<file path="src/hdl/rdt_pkg.sv">
`timescale 1ns / 1ps
// shared types and codes for the reliable delivery tracker
// no dependencies
package rdt_pkg;

  localparam int MAX_RESULTS = 16;
  localparam int RES_W = $clog2(MAX_RESULTS + 1);

  localparam logic [2:0] REQ_SEND  = 3'd0;
  localparam logic [2:0] REQ_RECV  = 3'd1;
  localparam logic [2:0] REQ_ACK   = 3'd2;
  localparam logic [2:0] REQ_TICK  = 3'd3;
  localparam logic [2:0] REQ_DRAIN = 3'd4;
  localparam logic [2:0] REQ_CLEAR = 3'd5;

  localparam logic [2:0] OC_ASSIGNED  = 3'd0;
  localparam logic [2:0] OC_ACCEPTED  = 3'd1;
  localparam logic [2:0] OC_STALE     = 3'd2;
  localparam logic [2:0] OC_DELIVERED = 3'd3;
  localparam logic [2:0] OC_FAILED    = 3'd4;
  localparam logic [2:0] OC_ACK_SEND  = 3'd5;
  localparam logic [2:0] OC_TAB_FULL  = 3'd6;
  localparam logic [2:0] OC_ACK_FULL  = 3'd7;

  typedef struct packed {
    logic [31:0] seq;
    logic [31:0] sent_time;
  } entry_t;

endpackage

</file>
<file path="src/hdl/rdt_pend_mem.sv">
`timescale 1ns / 1ps
// pending delivery table: one write port, one registered read port
// uses rdt_pkg::entry_t
module rdt_pend_mem #(
  parameter int DEPTH = 16,
  parameter int AW = 4
) (
  input  logic              clk,
  input  logic              wr_en,
  input  logic [AW-1:0]     wr_addr,
  input  rdt_pkg::entry_t   wr_data,
  input  logic              rd_en,
  input  logic [AW-1:0]     rd_addr,
  output rdt_pkg::entry_t   rd_data
);

  rdt_pkg::entry_t mem [DEPTH];

  always_ff @(posedge clk) begin
    if (wr_en) begin
      mem[wr_addr] <= wr_data;
    end
    if (rd_en) begin
      rd_data <= mem[rd_addr];
    end
  end

endmodule

</file>
<file path="src/hdl/rdt_ack_mem.sv">
`timescale 1ns / 1ps
// ack queue storage: one write port, one registered read port
// no dependencies
module rdt_ack_mem #(
  parameter int DEPTH = 16,
  parameter int AW = 4
) (
  input  logic          clk,
  input  logic          wr_en,
  input  logic [AW-1:0] wr_addr,
  input  logic [31:0]   wr_data,
  input  logic          rd_en,
  input  logic [AW-1:0] rd_addr,
  output logic [31:0]   rd_data
);

  logic [31:0] mem [DEPTH];

  always_ff @(posedge clk) begin
    if (wr_en) begin
      mem[wr_addr] <= wr_data;
    end
    if (rd_en) begin
      rd_data <= mem[rd_addr];
    end
  end

endmodule

</file>
<file path="src/hdl/reliable_delivery_tracker_core.sv">
`timescale 1ns / 1ps
// reliable delivery tracker core, uses rdt_pkg, rdt_pend_mem and rdt_ack_mem
// send, receive and clear: one request a cycle while the output is not stalled;
//   send and receive give a registered result, valid in the cycle after accept
// ack and tick: each pending entry scanned takes a read state, then a decide state,
//   as the pending table read is registered; drain reads and emits one queued ack at a time
// sync reset clears counters, pointers and out_valid, and sets the timeout to 1000
module reliable_delivery_tracker_core #(
  parameter int PENDING_DEPTH = 16,
  parameter int ACK_DEPTH = 16
) (
  input  logic        clk,
  input  logic        rst,
  input  logic        in_valid,
  output logic        in_stall,
  input  logic [2:0]  req_type,
  input  logic [31:0] seq_in,
  input  logic [31:0] now_time,
  output logic        out_valid,
  input  logic        out_stall,
  output logic [31:0] seq_out,
  output logic [2:0]  outcome,
  output logic        last,
  input  logic        cfg_valid,
  output logic        cfg_ready,
  input  logic [31:0] cfg_data
);

  localparam int PW  = (PENDING_DEPTH > 1) ? $clog2(PENDING_DEPTH) : 1;
  localparam int PCW = $clog2(PENDING_DEPTH + 1);
  localparam int AW  = (ACK_DEPTH > 1) ? $clog2(ACK_DEPTH) : 1;
  localparam int ACW = $clog2(ACK_DEPTH + 1);
  localparam int NW  = rdt_pkg::RES_W;

  localparam logic [2:0] ST_IDLE  = 3'd0;
  localparam logic [2:0] ST_RD    = 3'd1;
  localparam logic [2:0] ST_EV    = 3'd2;
  localparam logic [2:0] ST_FIN   = 3'd3;
  localparam logic [2:0] ST_DR_RD = 3'd4;
  localparam logic [2:0] ST_DR_EV = 3'd5;

  logic [2:0]  state;
  logic [31:0] timeout_ticks;
  logic [31:0] next_send_seq;
  logic [31:0] expected_recv_seq;
  logic [PCW-1:0] pcnt;
  logic [ACW-1:0] acnt;
  logic [AW-1:0]  ahead;
  logic [AW-1:0]  atail;

  // scan context
  logic [2:0]     req_r;
  logic [31:0]    seq_r;
  logic [31:0]    now_r;
  logic [PCW-1:0] rd_idx;
  logic [PCW-1:0] wr_idx;
  logic [NW-1:0]  nres;
  logic [ACW-1:0] dn;
  logic [ACW-1:0] dcnt;

  // result held back until we know whether it is the final one
  logic        h_valid;
  logic [31:0] h_seq;
  logic [2:0]  h_oc;

  logic o_free;
  logic accept;

  // memory ports
  logic            pm_wr_en;
  logic [PW-1:0]   pm_wr_addr;
  rdt_pkg::entry_t pm_wr_data;
  logic            pm_rd_en;
  rdt_pkg::entry_t pm_rd_data;
  logic            am_wr_en;
  logic            am_rd_en;
  logic [31:0]     am_rd_data;

  logic rm_hit;
  logic recv_ok;

  assign cfg_ready = 1'b1;
  assign o_free    = !out_valid || !out_stall;
  assign in_stall  = !(state == ST_IDLE && o_free);
  assign accept    = in_valid && !in_stall;

  // accepted receive that gets queued
  assign recv_ok = (seq_in >= expected_recv_seq) && (acnt != ACW'(ACK_DEPTH));

  // decide whether the entry just read leaves the table
  always_comb begin
    rm_hit = 1'b0;
    if (32'(nres) < 32'(rdt_pkg::MAX_RESULTS)) begin
      if (req_r == rdt_pkg::REQ_ACK) begin
        rm_hit = (pm_rd_data.seq <= seq_r);
      end else begin
        rm_hit = ((now_r - pm_rd_data.sent_time) >= timeout_ticks);
      end
    end
  end

  // pending table port muxing: send appends, scan compacts kept entries down
  always_comb begin
    pm_wr_en   = 1'b0;
    pm_wr_addr = pcnt[PW-1:0];
    pm_wr_data.seq       = next_send_seq;
    pm_wr_data.sent_time = now_time;
    if (accept && req_type == rdt_pkg::REQ_SEND && pcnt != PCW'(PENDING_DEPTH)) begin
      pm_wr_en = 1'b1;
    end else if (state == ST_EV && !rm_hit) begin
      pm_wr_en   = 1'b1;
      pm_wr_addr = wr_idx[PW-1:0];
      pm_wr_data = pm_rd_data;
    end
  end

  assign pm_rd_en = (state == ST_RD) && (rd_idx != pcnt);
  assign am_wr_en = accept && req_type == rdt_pkg::REQ_RECV && recv_ok;
  assign am_rd_en = (state == ST_DR_RD) && (dn != dcnt);

  rdt_pend_mem #(.DEPTH(PENDING_DEPTH), .AW(PW)) u_pend (
    .clk     (clk),
    .wr_en   (pm_wr_en),
    .wr_addr (pm_wr_addr),
    .wr_data (pm_wr_data),
    .rd_en   (pm_rd_en),
    .rd_addr (rd_idx[PW-1:0]),
    .rd_data (pm_rd_data)
  );

  rdt_ack_mem #(.DEPTH(ACK_DEPTH), .AW(AW)) u_ack (
    .clk     (clk),
    .wr_en   (am_wr_en),
    .wr_addr (atail),
    .wr_data (seq_in),
    .rd_en   (am_rd_en),
    .rd_addr (ahead),
    .rd_data (am_rd_data)
  );

  always_ff @(posedge clk) begin
    if (rst) begin
      state             <= ST_IDLE;
      timeout_ticks     <= 32'd1000;
      next_send_seq     <= '0;
      expected_recv_seq <= '0;
      pcnt              <= '0;
      acnt              <= '0;
      ahead             <= '0;
      atail             <= '0;
      h_valid           <= 1'b0;
      out_valid         <= 1'b0;
    end else begin
      if (out_valid && !out_stall) begin
        out_valid <= 1'b0;
      end
      if (cfg_valid) begin
        timeout_ticks <= cfg_data;
      end
      unique case (state)
        ST_IDLE: begin
          if (accept) begin
            req_r  <= req_type;
            seq_r  <= seq_in;
            now_r  <= now_time;
            rd_idx <= '0;
            wr_idx <= '0;
            nres   <= '0;
            dn     <= '0;
            h_valid <= 1'b0;
            case (req_type)
              rdt_pkg::REQ_SEND: begin
                out_valid <= 1'b1;
                seq_out   <= next_send_seq;
                last      <= 1'b1;
                if (pcnt == PCW'(PENDING_DEPTH)) begin
                  outcome <= rdt_pkg::OC_TAB_FULL;
                end else begin
                  outcome       <= rdt_pkg::OC_ASSIGNED;
                  pcnt          <= pcnt + 1'b1;
                  next_send_seq <= next_send_seq + 32'd1;
                end
              end
              rdt_pkg::REQ_RECV: begin
                out_valid <= 1'b1;
                seq_out   <= seq_in;
                last      <= 1'b1;
                if (seq_in < expected_recv_seq) begin
                  outcome <= rdt_pkg::OC_STALE;
                end else if (!recv_ok) begin
                  outcome <= rdt_pkg::OC_ACK_FULL;
                end else begin
                  outcome           <= rdt_pkg::OC_ACCEPTED;
                  expected_recv_seq <= seq_in + 32'd1;
                  acnt              <= acnt + 1'b1;
                  atail <= (atail == AW'(ACK_DEPTH - 1)) ? '0 : atail + 1'b1;
                end
              end
              rdt_pkg::REQ_ACK, rdt_pkg::REQ_TICK: begin
                state <= ST_RD;
              end
              rdt_pkg::REQ_DRAIN: begin
                if (32'(acnt) > 32'(rdt_pkg::MAX_RESULTS)) begin
                  dcnt <= ACW'(rdt_pkg::MAX_RESULTS);
                end else begin
                  dcnt <= acnt;
                end
                state <= ST_DR_RD;
              end
              rdt_pkg::REQ_CLEAR: begin
                next_send_seq     <= '0;
                expected_recv_seq <= '0;
                pcnt              <= '0;
                acnt              <= '0;
                ahead             <= '0;
                atail             <= '0;
              end
              default: begin
              end
            endcase
          end
        end
        ST_RD: begin
          // read issued this cycle, data valid in the next
          state <= (rd_idx == pcnt) ? ST_FIN : ST_EV;
        end
        ST_EV: begin
          if (!rm_hit) begin
            wr_idx <= wr_idx + 1'b1;
            rd_idx <= rd_idx + 1'b1;
            state  <= ST_RD;
          end else if (!h_valid || o_free) begin
            if (h_valid) begin
              out_valid <= 1'b1;
              seq_out   <= h_seq;
              outcome   <= h_oc;
              last      <= 1'b0;
            end
            h_valid <= 1'b1;
            h_seq   <= pm_rd_data.seq;
            if (req_r == rdt_pkg::REQ_ACK && pm_rd_data.seq == seq_r) begin
              h_oc <= rdt_pkg::OC_DELIVERED;
            end else begin
              h_oc <= rdt_pkg::OC_FAILED;
            end
            nres   <= nres + 1'b1;
            rd_idx <= rd_idx + 1'b1;
            state  <= ST_RD;
          end
        end
        ST_FIN: begin
          // flush the held result as the final one, table shrinks to kept count
          if (!h_valid || o_free) begin
            if (h_valid) begin
              out_valid <= 1'b1;
              seq_out   <= h_seq;
              outcome   <= h_oc;
              last      <= 1'b1;
            end
            h_valid <= 1'b0;
            pcnt    <= wr_idx;
            state   <= ST_IDLE;
          end
        end
        ST_DR_RD: begin
          if (dn == dcnt) begin
            acnt  <= acnt - dcnt;
            state <= ST_IDLE;
          end else begin
            state <= ST_DR_EV;
          end
        end
        ST_DR_EV: begin
          if (o_free) begin
            out_valid <= 1'b1;
            seq_out   <= am_rd_data;
            outcome   <= rdt_pkg::OC_ACK_SEND;
            last      <= (dn + 1'b1 == dcnt);
            dn        <= dn + 1'b1;
            ahead <= (ahead == AW'(ACK_DEPTH - 1)) ? '0 : ahead + 1'b1;
            state <= ST_DR_RD;
          end
        end
        default: begin
          state <= ST_IDLE;
        end
      endcase
    end
  end

endmodule

</file>
<file path="config.mk">
export PLATFORM = sky130hd
export DESIGN_NAME = reliable_delivery_tracker_core
export DESIGN_NICKNAME = d
export VERILOG_FILES = /design/src/hdl/rdt_pkg.sv /design/src/hdl/rdt_pend_mem.sv /design/src/hdl/rdt_ack_mem.sv /design/src/hdl/reliable_delivery_tracker_core.sv
export SDC_FILE = /design/constraint.sdc
export NUM_CORES = 2
export LEC_CHECK = 0
export BUFFER_PORTS_ARGS = -buffer_cell sky130_fd_sc_hd__buf_2
export CORE_MARGIN = 10
export CORE_UTILIZATION = 30
export CTS_CLUSTER_DIAMETER = 100
export DETAILED_ROUTE_END_ITERATION = 8
export GPL_ROUTABILITY_DRIVEN = 0
export SETUP_SLACK_MARGIN = 0.02
export SLEW_MARGIN = 0
export SYNTH_ARGS = -nofsm -noshare
export SYNTH_HDL_FRONTEND = slang
export SYNTH_HIERARCHICAL = 1
export SYNTH_SLANG_ARGS = --single-unit
</file>
<file path="constraint.sdc">
create_clock -name clk -period 12.9 [get_ports clk]
set_input_delay 0.645 -clock clk [delete_from_list [all_inputs] [get_ports clk]]
set_output_delay 0.645 -clock clk [all_outputs]
set_load 0.01 [all_outputs]
</file>
==> metrics.md <==
| Metric | Value |
|---|---|
| Largest net degree at the start of global routing | `126` |
| Worst VDD drop | `0.143 mV` |
| Skew-Pair Late Insertion Delay | `840 ps` |
| RSZ-0062 raised after global routing | `no` |
| Critical path data required time | `13310 ps` |
| Slew @ Worst Pin | `1250 ps` |
| CTS buffer count | `183` |
| Post-synthesis cell type count | `74` |
| Final Max Slew Viols | `0` |
| Worst-path cell chain | `inv_1, ha_1, inv_1, fa_1, a21oi_1, nand4b_1, a21oi_1, o211ai_1, a31oi_1, o21ai_0, o2111ai_1, a21oi_1, xnor2_1, ha_1, nand4_1, o31ai_2, a21o_4, buf_4, mux2_2, or3b_2, nor2_4, buf_4` |
| CTS tree | `done` |
| Area taken by multi-input logic gates | `0.0198 mm2` |
| Tcrit/Tclk final | `68.4%` |
| Initial DRT Pass Iterations | `6` |
| DR vias/cell | `5.05` |
| CP peak stage delay | `1060 ps` |
| R2R depth | `22` |
| Reg-to-reg endpoint | `u_pend/mem[1][7]` |
| Clock sinks | `1913` |
| Vias in the first global route | `40348` |
| Total Power | `13.6 mW` |
| Setup TNS | `0 ps` |
| CP Capture Point | `u_pend/mem[1][7]` |
| Number of cell rows | `186` |
| Status | `finished, final reports clean` |
| Clk_skew | `82.1 ps` |
| Detailed Route WL | `191 mm` |
| Setup crit start kind | `flip-flop` |
| Post-CTS Setup Bufs | `0` |
| Number of synthesis warnings | `6` |
| Tightest Hold Check Type | `in -> reg` |
| DRC | `0` |
| Rel. slew slack | `16.3%` |
| Die W | `528 um` |
| Sequential cell area fraction in the yosys report | `72.8%` |
| Chip height | `528 um` |
| Static Leak | `28.6 nW` |
| Starting Density | `30.1%` |
| Clock tree buffer depth | `3` |
| Initial antenna violation count | `22` |
| # port buffers | `141` |
| Placed wire-length estimate | `113 mm` |
| CP max FO | `40` |
| Total grt overflow | `0` |
| CP top delay family | `compound AO/OA/AOI/OAI gates` |
| Io pins | `143` |
| Post-layout net count | `4697` |
| Clock transition at path regs | `60 ps` |
| Syn nets | `4459` |
| Seq cells post-synth | `1913` |
| Initial DRC count | `4055` |
| DR vias | `40356` |
| Crit path depth | `22` |
| Root Driver | `clkbuf_16` |
| Post-synth EDFFs | `1794` |
| Seq. cell area | `0.0563 mm2` |
| Gr usage total | `13.2%` |
| Core ar. | `0.257 mm2` |
| Async SR Flop Fraction | `0%` |
| CP Class | `reg -> reg` |
| CTS Hold Bufs | `21` |
| DRT antenna net count | `0` |
| Critical Path Most Common Cell | `a21oi_1` |
| Placed cell count | `7626` |
| Layout cells sized above 1 | `21.9%` |
| Reg2reg setup slack | `4070 ps` |
| Mapped Cells | `4210` |
| Final setup viols | `0` |
| Post-synthesis cell area | `0.0773 mm2` |
| CP max-delay cell | `o31ai_2` |
| # fillers | `24031` |
| FF-to-FF Start | `now_r[0]` |
| CP bufs+invs | `4` |
| Most used flip-flop cell after synthesis | `edfxtp_1` |
| Layout area overhead | `14.3%` |
| Cell area power density | `153 mW/mm2` |
| Die ar. | `0.278 mm2` |
| H-tree Lvls | `4` |
| CP arrival | `9240 ps` |
| Fin crit period | `8830 ps` |
| CP endpoint kind | `flip-flop` |
| Cts repair resizes | `0` |
| Max-cap violations | `0` |
| First-pass GRT wire length | `279 mm` |
| Crit. Startpoint | `now_r[0]` |
| Routed WL per cell | `23.8 um` |
| F_max | `113 MHz` |
| Hold Vio Cnt, Final | `0` |
| Mean area per synthesized cell | `18.4 um2` |
| Cell Count, Final, Fillers Out | `7991` |
==> cell families (layout without fill, tap and decap cells) <==
group                    after synthesis  after routing  synth area share [%]
AO/OA/AOI/OAI                        549            549                  4.77
XOR/XNOR                             118            118                  1.34
adder cells (fa/ha/maj)              145            145                  2.37
buffers and inverters                345            737                  2.00
flip-flops                          1913           1913                  72.8
multiplexers                         507            507                  12.9
other                                  1              6               0.00485
AND/OR/NAND/NOR                      632            632                  3.87
==> state kept, by name, indices dropped and copies added, names as in the netlist, 3 cells and up <==
register,flops
nres,5
dn,5
u_ack/rd_data,32
timeout_ticks,32
u_pend/rd_data,64
req_r,3
h_seq,32
ahead,4
outcome,3
pcnt,5
acnt,5
next_send_seq,32
atail,4
wr_idx,5
rd_idx,5
seq_r,32
dcnt,5
u_pend/mem,1024
expected_recv_seq,32
u_ack/mem,512
seq_out,32
now_r,32
state,3
==> Yosys cell counts, drive strengths merged (13+ instances only) <==
| cell type | n | area [um2] |
|---|---|---|
| edfxtp | 1794 | 53900 |
| mux4 | 384 | 8650 |
| a22oi | 231 | 1730 |
| nand2 | 213 | 800 |
| nor2 | 160 | 603 |
| inv | 155 | 582 |
| ha | 143 | 1790 |
| dfxtp | 119 | 2380 |
| a21oi | 114 | 571 |
| clkbuf | 97 | 364 |
| buf | 93 | 597 |
| nand3 | 80 | 405 |
| o21ai | 75 | 375 |
| mux2 | 69 | 777 |
| xnor2 | 61 | 534 |
| xor2 | 57 | 499 |
| mux2i | 54 | 541 |
| a21o | 53 | 398 |
| nand4 | 28 | 196 |
| nor3 | 27 | 151 |
| and3 | 25 | 156 |
| nor2b | 21 | 131 |
| and2 | 17 | 106 |
| nand2b | 15 | 93.8 |
| or3 | 15 | 98.8 |
| a31oi | 13 | 81.3 |
==> cells in the final DEF (no fill, tap or decap), drive strengths merged, types with 25 or more instances in the layout <==
| cell type | instances |
|---|---|
| a21oi | 114 |
| nand3 | 80 |
| xor2 | 57 |
| edfxtp | 1794 |
| xnor2 | 61 |
| buf | 222 |
| inv | 160 |
| clkbuf | 225 |
| nand4 | 28 |
| mux2i | 54 |
| a22oi | 231 |
| o21ai | 75 |
| clkinv | 96 |
| dfxtp | 119 |
| nand2 | 213 |
| ha | 143 |
| mux2 | 69 |
| and3 | 25 |
| nor3 | 27 |
| nor2 | 160 |
| a21o | 53 |
| mux4 | 384 |
==> worst min path at each step <==
stage                                     start                    end  slack (ps)  cells past startpoint
after floorplan           expected_recv_seq[12]  expected_recv_seq[12]         430                      2
after global placement    expected_recv_seq[11]  expected_recv_seq[11]         440                      2
after detailed placement  expected_recv_seq[22]  expected_recv_seq[22]         450                      2
after CTS                          now_time[13]              now_r[13]         0.1                      1
after global routing                now_time[5]               now_r[5]           6                      1
final                              now_time[23]              now_r[23]          50                      1
==> routing by layer <==
metal / up-vias / global-route usage, % / wire (um)
li1: 17386 / - / -
met1: 21212 / 18.6 / 83000
met2: 1490 / 20.8 / 88500
met3: 264 / 3.02 / 15000
met4: 4 / 3.11 / 4110
met5: - / 0 / 34
==> metrics by stage <==
step | cell area [um2] | utilization (%) | setup WS, ps | hold WS, ps
floorplan | 77300 | - | 3250 | 432
global placement | 82300 | 32.1 | 4130 | 438
detailed placement | 82300 | 32.1 | 4190 | 445
CTS | 88400 | 34.4 | 4140 | 0.111
global route | 88400 | 34.4 | 3500 | 6.50
finish | 88400 | 34.4 | 4070 | 47.7
==> layout make-up <==
| cell class | count | area share (%) |
|---|---|---|
| clock buffers | 225 | 5.39 |
| clock inverters | 114 | 1.28 |
| repair buffers | 243 | 1.78 |
| inverters | 155 | 0.658 |
| diodes | 5 | 0.0142 |
| flip-flops and latches | 1913 | 63.6 |
| well taps | 3384 | 4.79 |
| multi-input cells | 1952 | 22.4 |
==> power breakdown <==
group	internal, mW	switching [mW]
Combinational	0.469	0.808
Sequential	6.97	0.0744
Clock	2.83	2.40
Total	10.3	3.28
No activity file was read; power rests on OpenSTA's default activity.
